[src/sv/sws_pkg.sv]
// ----------------------------------------------------------------------------
// sws_pkg
// Types and constants of the sliding window statistics block.
// ----------------------------------------------------------------------------
package sws_pkg;

   localparam int SAMPLE_BITS = 16;
   localparam int CMD_W       = 2;

   // commands carried in req_tuser
   localparam logic [CMD_W-1:0] CMD_PUSH      = 2'd0;
   localparam logic [CMD_W-1:0] CMD_CLR_WIN   = 2'd1;
   localparam logic [CMD_W-1:0] CMD_CLR_STATS = 2'd2;

   // result field widths
   localparam int CNT_OUT_W  = 9;
   localparam int SUM_OUT_W  = 24;
   localparam int MEAN_W     = 24;
   localparam int VAR_OUT_W  = 39;
   localparam int STD_W      = 24;
   localparam int TOT_W      = 32;
   localparam int RSP_DATA_W = 224;
   localparam int RSP_PAD_W  = RSP_DATA_W - (2 * CNT_OUT_W
                               + SUM_OUT_W + MEAN_W + 2 * SAMPLE_BITS + VAR_OUT_W
                               + STD_W + MEAN_W + TOT_W);

   localparam int MEAN_FRAC  = 8;
   localparam int VAR_SHIFT  = 16;

   // configuration port
   localparam int CSR_ADDR_W = 3;
   localparam int CSR_DATA_W = 32;
   localparam int WSIZE_W    = 9;
   localparam logic CSR_IDX_WINDOW_SIZE = 1'b0;
   localparam int WSIZE_RESET = 100;

   // shared divider and square root
   localparam int DVD_W  = 64;
   localparam int DVS_W  = 32;
   localparam int ROOT_W = 32;

   typedef enum logic [3:0] {
      ST_IDLE,
      ST_SCAN,
      ST_MUL,
      ST_MEAN_GO,
      ST_MEAN_WAIT,
      ST_ACC,
      ST_VAR_GO,
      ST_VAR_WAIT,
      ST_AVG_GO,
      ST_AVG_WAIT,
      ST_SQRT_GO,
      ST_SQRT_WAIT,
      ST_DONE
   } ctrl_state_type;

   typedef enum logic [1:0] {
      DSEL_MEAN,
      DSEL_VAR,
      DSEL_AVG
   } div_sel_type;

   typedef struct packed {
      logic        accept;
      logic        scan_step;
      logic        mul;
      logic        div_start;
      div_sel_type div_sel;
      logic        acc;
      logic        sqrt_start;
      logic        load_out;
   } ctrl_cmd_type;

   typedef struct packed {
      logic scan_done;
      logic div_done;
      logic sqrt_done;
      logic out_free;
   } ctrl_status_type;

endpackage

[src/sv/sws_ctrl.sv]
// ----------------------------------------------------------------------------
// sws_ctrl
// Sequencer: accept, window scan, multiplies, divisions, square root, output.
// ----------------------------------------------------------------------------
module sws_ctrl (
   input  logic                      clock,
   input  logic                      reset,
   input  logic                      req_tvalid,
   output logic                      req_tready,
   input  sws_pkg::ctrl_status_type  status,
   output sws_pkg::ctrl_cmd_type     cmd
);
   sws_pkg::ctrl_state_type state_ff, state_in;

   always_comb begin
      state_in = state_ff;
      unique case (state_ff)
         sws_pkg::ST_IDLE:      if (req_tvalid) state_in = sws_pkg::ST_SCAN;
         sws_pkg::ST_SCAN:      if (status.scan_done) state_in = sws_pkg::ST_MUL;
         sws_pkg::ST_MUL:       state_in = sws_pkg::ST_MEAN_GO;
         sws_pkg::ST_MEAN_GO:   state_in = sws_pkg::ST_MEAN_WAIT;
         sws_pkg::ST_MEAN_WAIT: if (status.div_done) state_in = sws_pkg::ST_ACC;
         sws_pkg::ST_ACC:       state_in = sws_pkg::ST_VAR_GO;
         sws_pkg::ST_VAR_GO:    state_in = sws_pkg::ST_VAR_WAIT;
         sws_pkg::ST_VAR_WAIT:  if (status.div_done) state_in = sws_pkg::ST_AVG_GO;
         sws_pkg::ST_AVG_GO:    state_in = sws_pkg::ST_AVG_WAIT;
         sws_pkg::ST_AVG_WAIT:  if (status.div_done) state_in = sws_pkg::ST_SQRT_GO;
         sws_pkg::ST_SQRT_GO:   state_in = sws_pkg::ST_SQRT_WAIT;
         sws_pkg::ST_SQRT_WAIT: if (status.sqrt_done) state_in = sws_pkg::ST_DONE;
         sws_pkg::ST_DONE:      if (status.out_free) state_in = sws_pkg::ST_IDLE;
         default:               state_in = sws_pkg::ST_IDLE;
      endcase
   end

   always_comb begin
      cmd         = '0;
      cmd.div_sel = sws_pkg::DSEL_MEAN;
      req_tready  = 1'b0;
      unique case (state_ff)
         sws_pkg::ST_IDLE: begin
            // nothing is taken while reset is held
            req_tready = !reset;
            cmd.accept = req_tvalid && !reset;
         end
         sws_pkg::ST_SCAN:    cmd.scan_step = 1'b1;
         sws_pkg::ST_MUL:     cmd.mul = 1'b1;
         sws_pkg::ST_MEAN_GO: begin
            cmd.div_start = 1'b1;
            cmd.div_sel   = sws_pkg::DSEL_MEAN;
         end
         sws_pkg::ST_ACC:     cmd.acc = 1'b1;
         sws_pkg::ST_VAR_GO: begin
            cmd.div_start = 1'b1;
            cmd.div_sel   = sws_pkg::DSEL_VAR;
         end
         sws_pkg::ST_AVG_GO: begin
            cmd.div_start = 1'b1;
            cmd.div_sel   = sws_pkg::DSEL_AVG;
         end
         sws_pkg::ST_SQRT_GO: cmd.sqrt_start = 1'b1;
         sws_pkg::ST_DONE:    cmd.load_out = status.out_free;
         default: ;
      endcase
   end

   always_ff @(posedge clock) begin
      if (reset) begin
         state_ff <= sws_pkg::ST_IDLE;
      end else begin
         state_ff <= state_in;
      end
   end
endmodule

[config.mk]
export PLATFORM = sky130hd
export DESIGN_NAME = sws_ctrl
export DESIGN_NICKNAME = d
export VERILOG_FILES = /design/src/sv/sws_pkg.sv /design/src/sv/sws_ctrl.sv
export SDC_FILE = /design/constraint.sdc
export NUM_CORES = 1
export LEC_CHECK = 0
export ABC_AREA = 1
export CAP_MARGIN = 15
export CORE_AREA = 4 4 41 43
export DETAILED_ROUTE_END_ITERATION = 6
export DIE_AREA = 0 0 45 47
export DONT_BUFFER_PORTS = 1
export MAX_ROUTING_LAYER = met4
export PLACE_DENSITY = 0.5
export REMOVE_ABC_BUFFERS = 1
export SETUP_SLACK_MARGIN = 0.02
export SLEW_MARGIN = 20
export SYNTH_ARGS = -nofsm -noshare
export SYNTH_HDL_FRONTEND = slang
export SYNTH_SLANG_ARGS = --single-unit
[constraint.sdc]
create_clock -name clock -period 1.6 [get_ports clock]
set_clock_uncertainty 0.2 [all_clocks]
set_input_delay 0.32 -clock clock [delete_from_list [all_inputs] [get_ports clock]]
set_output_delay 0.32 -clock clock [all_outputs]
set_load 0.02 [all_outputs]
### Word-level counts from Yosys, hierarchy flattened

Cells that the tools add are included.

* $add $sub $neg: 0
* multiply operators: 0
* div/mod/pow operators: 0
* $lt $le $gt $ge: 0
* eq/ne operators: 19
* shifts and indexed selects: 0
* mux-type cells: 16
* bitwise operators: 0
* reductions and logical operators: 4

Operators by type and width (count)
* case mux 4 bit (13 select lines): 1
* two-way mux 4 bit: 7
* equality test 4 bit (second input constant): 5
* equality test 4 x 3 -> 1 bit (second input constant): 4
* inequality test 2 bit (second input constant): 7
* case mux 3 bit (3 select lines): 1
* equality test 4 x 2 -> 1 bit (second input constant): 2
* two-way mux 1 bit: 7
* AND reduction 7 bit: 1
* equality test 4 x 1 -> 1 bit (second input constant): 1
* zero test 4 bit: 1
* logical AND 1 bit: 1
* zero test 1 bit: 1

* register bits after elaboration: 4
* latch bits: 0
* memory bits (writable): 0
* memory bits (read-only): 0
* input port bits: 7
* output and inout bits: 10
* word-level logic and storage cells: 40
* memories kept: 0

### Logic depth before layout (Yosys ltp)

Gate-level depths: netlist (run 1).

* depth after elaboration: 3
* gate-level depth with buffers: 9

### Least setup slack after synthesis (run 1)

OpenSTA, ideal clock, no wires.

* kind: reg2out
* start: register state_ff[2]
* end: output cmd[5] (netlist bit)
* arrival: 1.270 ns
* required time: 1.080 ns
* setup slack: -0.190 ns
* stages on the path, launching flop included: 7
* buffers on the path: 0
* cells stage by stage: dfxtp_1 inv_1 nor2_2 inv_1 nor2_1 nor2_1 o21ai_1

RTL lines
* start, declared: line sws_ctrl.sv:13 `sws_pkg::ctrl_state_type state_ff, state_in;`
* start signal, assigned: line sws_ctrl.sv:68 `state_ff <= sws_pkg::ST_IDLE;`
* start signal, assigned: line sws_ctrl.sv:70 `state_ff <= state_in;`
* end, declared: line sws_ctrl.sv:11 `output sws_pkg::ctrl_cmd_type cmd`

==> reports/metrics.yaml, run 1 <==
clkTransAtPathRegs_ps: 40
synth_cell_types: 15
synth-simple-area-share_pct: 56.6
finalCriticalPeriod_ps: 1710
cp-start-kind: "register"
syn_to_final_growth_pct: 61.9
synth_edf_count: 0
synth_area_leaders: "dfxtp_1, nor2_1, inv_1"
cts_tree: "built"
drt_first_iter_violations: 7
layout-drive-gt1-share_pct: 53.2
wl_um: 1040
synth.top_cells.by_count: "nor2_1, inv_1, nand2_1, nand3_1, a21oi_1"
largest_register_ffs: 4
cts_buffers: 3
synth_ff_type: "dfxtp_1"
rows: 13
cts_root_buf: "clkbuf_4"
syn-cell-area_um2: 398
gp_congestion: 0.795
ant_nets: 0
power_leakage_nw: 0.336
fillers: 152
antenna_found_initial: 0
synthArstFlopShare_pct: 0
htreeDepth: 1
cp-startpoint: "state_ff[3]$_SDFFE_PP0P_"
slowest_delay_ps: 370
total_power_mw: 1.37
synthMuxAreaShare_pct: 0
vias_per_cell: 4.43
reg_top3: "state_ff: 4 flops"
num-nets-final: 103
drc_errors: 0
grt_pass1_wl_um: 1590
cp_max_fo: 5
start_util_pct: 30.6
synth_top_family_by_area: "simple AND/OR/NAND/NOR gates"
hold_viol: 0
fin_crit_sh_pct: 107
tns_ps: -501
antennaDiodeCount: 0
synth_area_per_cell_um2: 5.38
fmax_mhz: 584
rsz0062_at_grt: "true"
worstPathRequired_ps: 1080
vdd_ir_drop_max_v: 0.00109
p_per_area_mw_per_mm2: 2130
grt_overflow: 0
crit_slowest_cell: "dfxtp_4"
dr.pass1.iters: 2
arrival_ps: 1190
crit_type: "reg -> out"
setup_violations: 8
worstReg2RegStart: "state_ff[0]$_SDFFE_PP0P_"
grt.total_usage_pct: 11.0
hold_slack_ps: 69.3
hold_start: "reset"
violations: "negative setup slack"
slew_headroom_pct: 85.6
dp_hpwl_um: 807
yosys_warnings: 0
crit_path_cell_trace: "inv_2 > nor2_4 > inv_2 > nor2_2 > nor2_1 > o21ai_1 > buf_4"
maxCapViolCount: 0
synth_compound_area_share_pct: 9.12
die_height_um: 47
dieArea_mm2: 0.00212
synth_cells: 74
cts_max_path_buffers: 2
synth_top_area_share_pct: 20.1
core_area_mm2: 0.00130
io_pins: 17
synth_seq_cells: 4
ys_seq_area_share_pct: 20.1
regMostFlops: "state_ff"
status: "finished, violations left"
synth_fa_ha_area_share_pct: 0
io_buffer_count: 0
dieWidth_um: 45
worstHoldPathType: "in -> reg"
grt_pass1_vias: 406
endpoint_kind: "primary output"
vias: 483
worst_slew_pin_slew_ps: 216
cts_sinks: 4
clk_latency_ps: 230
setup_ws_ps: -112
cp_common_cell: "inv_2"
yosysMostFrequentCell: "nor2_1"
avgRoutedWirePerCell_um: 9.50
yosys.area.top_type: "dfxtp_1"
grt_max_degree: 9
synth-xor-area-share_pct: 0
final_max_slew_viol_count: 0
[stage by stage]
step	area (um2)	cells	setup slack, ps	util, %
2_1_floorplan	398	74	-190	-
3_3_place_gp	514	102	42.6	39.5
6_report	644	109	-112	49.5
3_5_place_dp	514	102	36.4	39.5
4_1_cts	588	108	-94.2	45.2
5_1_grt	644	109	-208	49.5
[where the power goes]
part	switching [mW]	total [mW]	internal, mW	leakage, nW
combinational	0.574	0.989	0.414	0.286
clock	0.0382	0.122	0.0837	0.0138
sequential	0.0874	0.263	0.176	0.0356
[worst max-delay path, delay by kind of cell, from the launching register on]
kind,cells,cell delay [ps]
buffers and inverters,3,250
and+or+nand+nor,3,280
AOI/OAI and AO/OA,1,60
DFF,1,370
[cells by family after synthesis]
| logic type | after synthesis |
|---|---|
| AOI/OAI and AO/OA | 7 |
| buffers and inverters | 15 |
| DFF | 4 |
| and+or+nand+nor | 48 |
[final timing paths]
kind,endpoint,slack (ps),cells past startpoint
setup / recovery,cmd[5],-110,7
hold / removal,state_ff[3]$_SDFFE_PP0P_,70,3
setup reg to reg,state_ff[0]$_SDFFE_PP0P_,120,9
hold reg to reg,state_ff[1]$_SDFFE_PP0P_,330,2
[repair_timing]
action	in CTS	in global routing
endpoints found under the setup margin	10	11
hold buffers	0	0
resized for setup	14	18
cloned	0	0
buffers inserted	3	2
pin swaps	3	8
[layer usage]
metal  up-vias  track usage (%)  share of wire, %
li1        268                -                 -
met1       205             12.0                43
met2        10             16.9                52
met3         0             3.83               5.1
met4         0             7.02                 0
met5         -                -                 0
[final cells by class]
type | count | area (um2) | share of cell area (%)
multi-input combinational | 55 | 309 | 48.0
tap | 15 | 18.8 | 2.91
timing repair buffer | 17 | 143 | 22.1
inverter | 15 | 56.3 | 8.74
sequential | 4 | 95.1 | 14.8
clock buffer | 3 | 22.5 | 3.50
[cell usage in the layout (no fill, tap or decap), types with 3 or more instances in the layout]
cell type	netlist	final
buf_4	0	13
nor2_1	17	12
nand2_1	12	10
inv_2	1	8
nand3_1	8	7
inv_1	13	6
nand2_2	4	6
nor2_4	1	5
a21oi_1	5	5
nor2_2	3	4
buf_6	0	4
dfxtp_4	0	4
clkbuf_4	0	3
Note: power is estimated with default switching activity, not from simulation.
==> run 2: changes to the inputs <==
--- a/config.mk
+++ b/config.mk
@@ -11,6 +11,7 @@
 export DETAILED_ROUTE_END_ITERATION = 6
 export DIE_AREA = 0 0 45 47
 export DONT_BUFFER_PORTS = 1
+export GPL_TIMING_DRIVEN = 0
 export MAX_ROUTING_LAYER = met4
 export PLACE_DENSITY = 0.5
 export REMOVE_ABC_BUFFERS = 1
==> run 2 against run 1 <==
The run still ends with negative setup slack left. Power down 0.53%. Largest cell class unchanged. Combinational power shrank 2%. Final area shrank 6.8%. Critical path type unchanged. Critical endpoint unchanged. Global-route usage is 0.82 points higher. Die area stayed put. Via count is 6.0% lower.
==> reports/metrics.yaml, run 2 (synthesis gave the netlist of run 1 again) <==
placed_cell_area_um2: 417  # -19%
vias_per_cell: 4.73  # +6.7%
cp-start-kind: "register"
clockPowerShare_pct: 8.8  # about the same
hold_buffers: 0  # unchanged
grt_pass1_wl_um: 1750  # +10%
p_seq_share_pct: 19.9  # +0.7 points
combPwrFrac_pct: 71.2  # -0.8 points
grt_pass1_vias: 458  # +13%
worstReg2RegStart: "state_ff[3]$_SDFFE_PP0P_"
io_pins: 17  # unchanged
syn_to_final_growth_pct: 50.9
drc_errors: 0  # unchanged
min_path_cells: 3  # unchanged
vias: 454  # -6.0%
status: "finished, violations left"
regMostFlops: "state_ff"
vdd_ir_drop_max_v: 0.000989  # -9.0%
path_buf_inv: 2  # -1
antennaDiodeCount: 0  # unchanged
cts_max_path_buffers: 2  # unchanged
worst_slew_pin_slew_ps: 267  # +51.0 ps
cp_max_fo: 6  # +1
grt_overflow: 0  # unchanged
hold_slack_ps: 83.4  # +14.1 ps
violations: "negative setup slack"
endpoint_kind: "primary output"
dr.pass1.iters: 4  # +2
drt_first_iter_violations: 2  # -5
regToRegEndpoint: "state_ff[0]$_SDFFE_PP0P_"
hold_start: "reset"
reg_top3: "state_ff: 4 flops"
gp_congestion: 0.733  # -7.9%
avgRoutedWirePerCell_um: 11.3  # +19%
pre_cts_ws_ps: -309  # -345 ps
final_max_slew_viol_count: 0  # unchanged
layout-drive-gt1-share_pct: 54.3  # +1.1 points
dp_hpwl_um: 731  # -9.4%
post-place-cells: 89  # -13%
grt_max_degree: 9  # unchanged
rsz0062_at_grt: "true"
clkTransAtPathRegs_ps: 40  # about the same
crit_path_cell_trace: "inv_2 > nor2_4 > inv_2 > nor2_4 > nor2_4 > o21ai_4"
tns_ps: -439  # +61.7 ps
io_buffer_count: 0  # unchanged
crit_slowest_cell: "dfxtp_4"
cts_root_buf: "clkbuf_4"
num-nets-final: 90  # -13%
p_sw_mw: 0.779  # +11%
total_power_mw: 1.37  # -0.53%
final_common_cell: "nand2_1"
fillers: 150  # -1.3%
finalCriticalPeriod_ps: 1700  # -12.9 ps
htreeDepth: 1  # unchanged
crit_type: "reg -> out"
power_leakage_nw: 0.284  # -15%
cts_tree: "built"
clk_latency_ps: 230  # about the same
core_area_mm2: 0.00130  # unchanged
worstHoldPathType: "in -> reg"
setup_violations: 6  # -2
r2r_slack_ps: 30  # -90 ps
p_per_area_mw_per_mm2: 2280  # +6.7%
start_util_pct: 30.6  # unchanged
hold_end: "state_ff[3]$_SDFFE_PP0P_"
dieArea_mm2: 0.00212  # unchanged
final_cell_mix: "nand2_1, nor2_4, nor2_2, inv_1"
wl_um: 1080  # +4.6%
worstPathRequired_ps: 1080  # about the same
antenna_found_initial: 0  # unchanged
hold_viol: 0  # unchanged
slew_headroom_pct: 82.2  # -3.4 points
stdcell_area_um2: 601  # -6.8%
r2r_cells: 10  # +1
switching_share_pct: 57.0  # +6.1 points
slowest_delay_ps: 380  # about the same
ant_nets: 0  # unchanged
path_delay_family: "flip-flops"
setup_ws_ps: -98.7  # +12.9 ps
arrival_ps: 1180  # about the same
cp_common_cell: "nor2_4"
largest_register_ffs: 4  # unchanged
cts_sinks: 4  # unchanged
cts_buffers: 3  # unchanged
final_util_pct: 46.2  # -3.4 points
fmax_mhz: 589  # +0.76%
maxCapViolCount: 0  # unchanged
fin_crit_sh_pct: 106  # -0.81 points
grt.total_usage_pct: 11.8  # +0.82 points
finalNonFillerCells: 96  # -12%
die_height_um: 47  # unchanged
rows: 13  # unchanged
dieWidth_um: 45  # unchanged
p_int_mw: 0.588  # -13%
## run 2: cell count changes in the layout (fill, tap and decap cells not counted), sizes merged
cell	change
buf	-13
## run 2: power by group through the flow
stage / registers, mW / logic [mW] / clock network, mW
6_report: 0.273 / 0.974 / 0.120
5_1_grt: 0.284 / 1.07 / 0.142
4_1_cts: 0.260 / 0.886 / 0.129
3_5_place_dp: 0.224 / 0.669 / 0
3_3_place_gp: 0.222 / 0.670 / 0
2_1_floorplan: 0.208 / 0.582 / 0
## run 2: how the worst max path moves through the flow
stage,startpoint,end,slack [ps],depth (start not counted)
3_3_place_gp,state_ff[2]$_SDFFE_PP0P_,cmd[5],-300,6
2_1_floorplan,state_ff[2]$_SDFFE_PP0P_,cmd[5],-190,6
5_1_grt,state_ff[2]$_SDFFE_PP0P_,cmd[5],-160,6
4_1_cts,state_ff[2]$_SDFFE_PP0P_,cmd[5],-110,6
3_5_place_dp,state_ff[2]$_SDFFE_PP0P_,cmd[5],-310,6
6_report,state_ff[2]$_SDFFE_PP0P_,cmd[5],-100,6
## run 2: cell type report
type,count,area (um2),share of cell area (%)
Clock buffer,3,22.5,3.75
Inverter,15,58.8,9.79
Multi-Input combinational cell,55,375,62.5
Tap cell,15,18.8,3.13
Sequential cell,4,95.1,15.8
Timing Repair Buffer,4,30.0,5.00
## run 2: worst min-delay path: stages
cell and delay (ps):
inv_1 50, nand2_1 70, nor2_1 30
## run 2: per-layer routing
| layer | wire (um) | vias to the layer above | GRT usage [%] |
|---|---|---|---|
| li1 | - | 242 | - |
| met1 | 464 | 200 | 12.3 |
| met2 | 583 | 12 | 19.8 |
| met3 | 36 | 0 | 2.30 |
| met4 | 0 | 0 | 8.77 |
| met5 | 0 | - | - |
## run 2: what timing repair did
action	CTS	global route
gates resized for setup	33	10
pin swaps	6	7
setup endpoints to repair	10	14
hold endpoints to repair	0	0
setup buffers	3	1
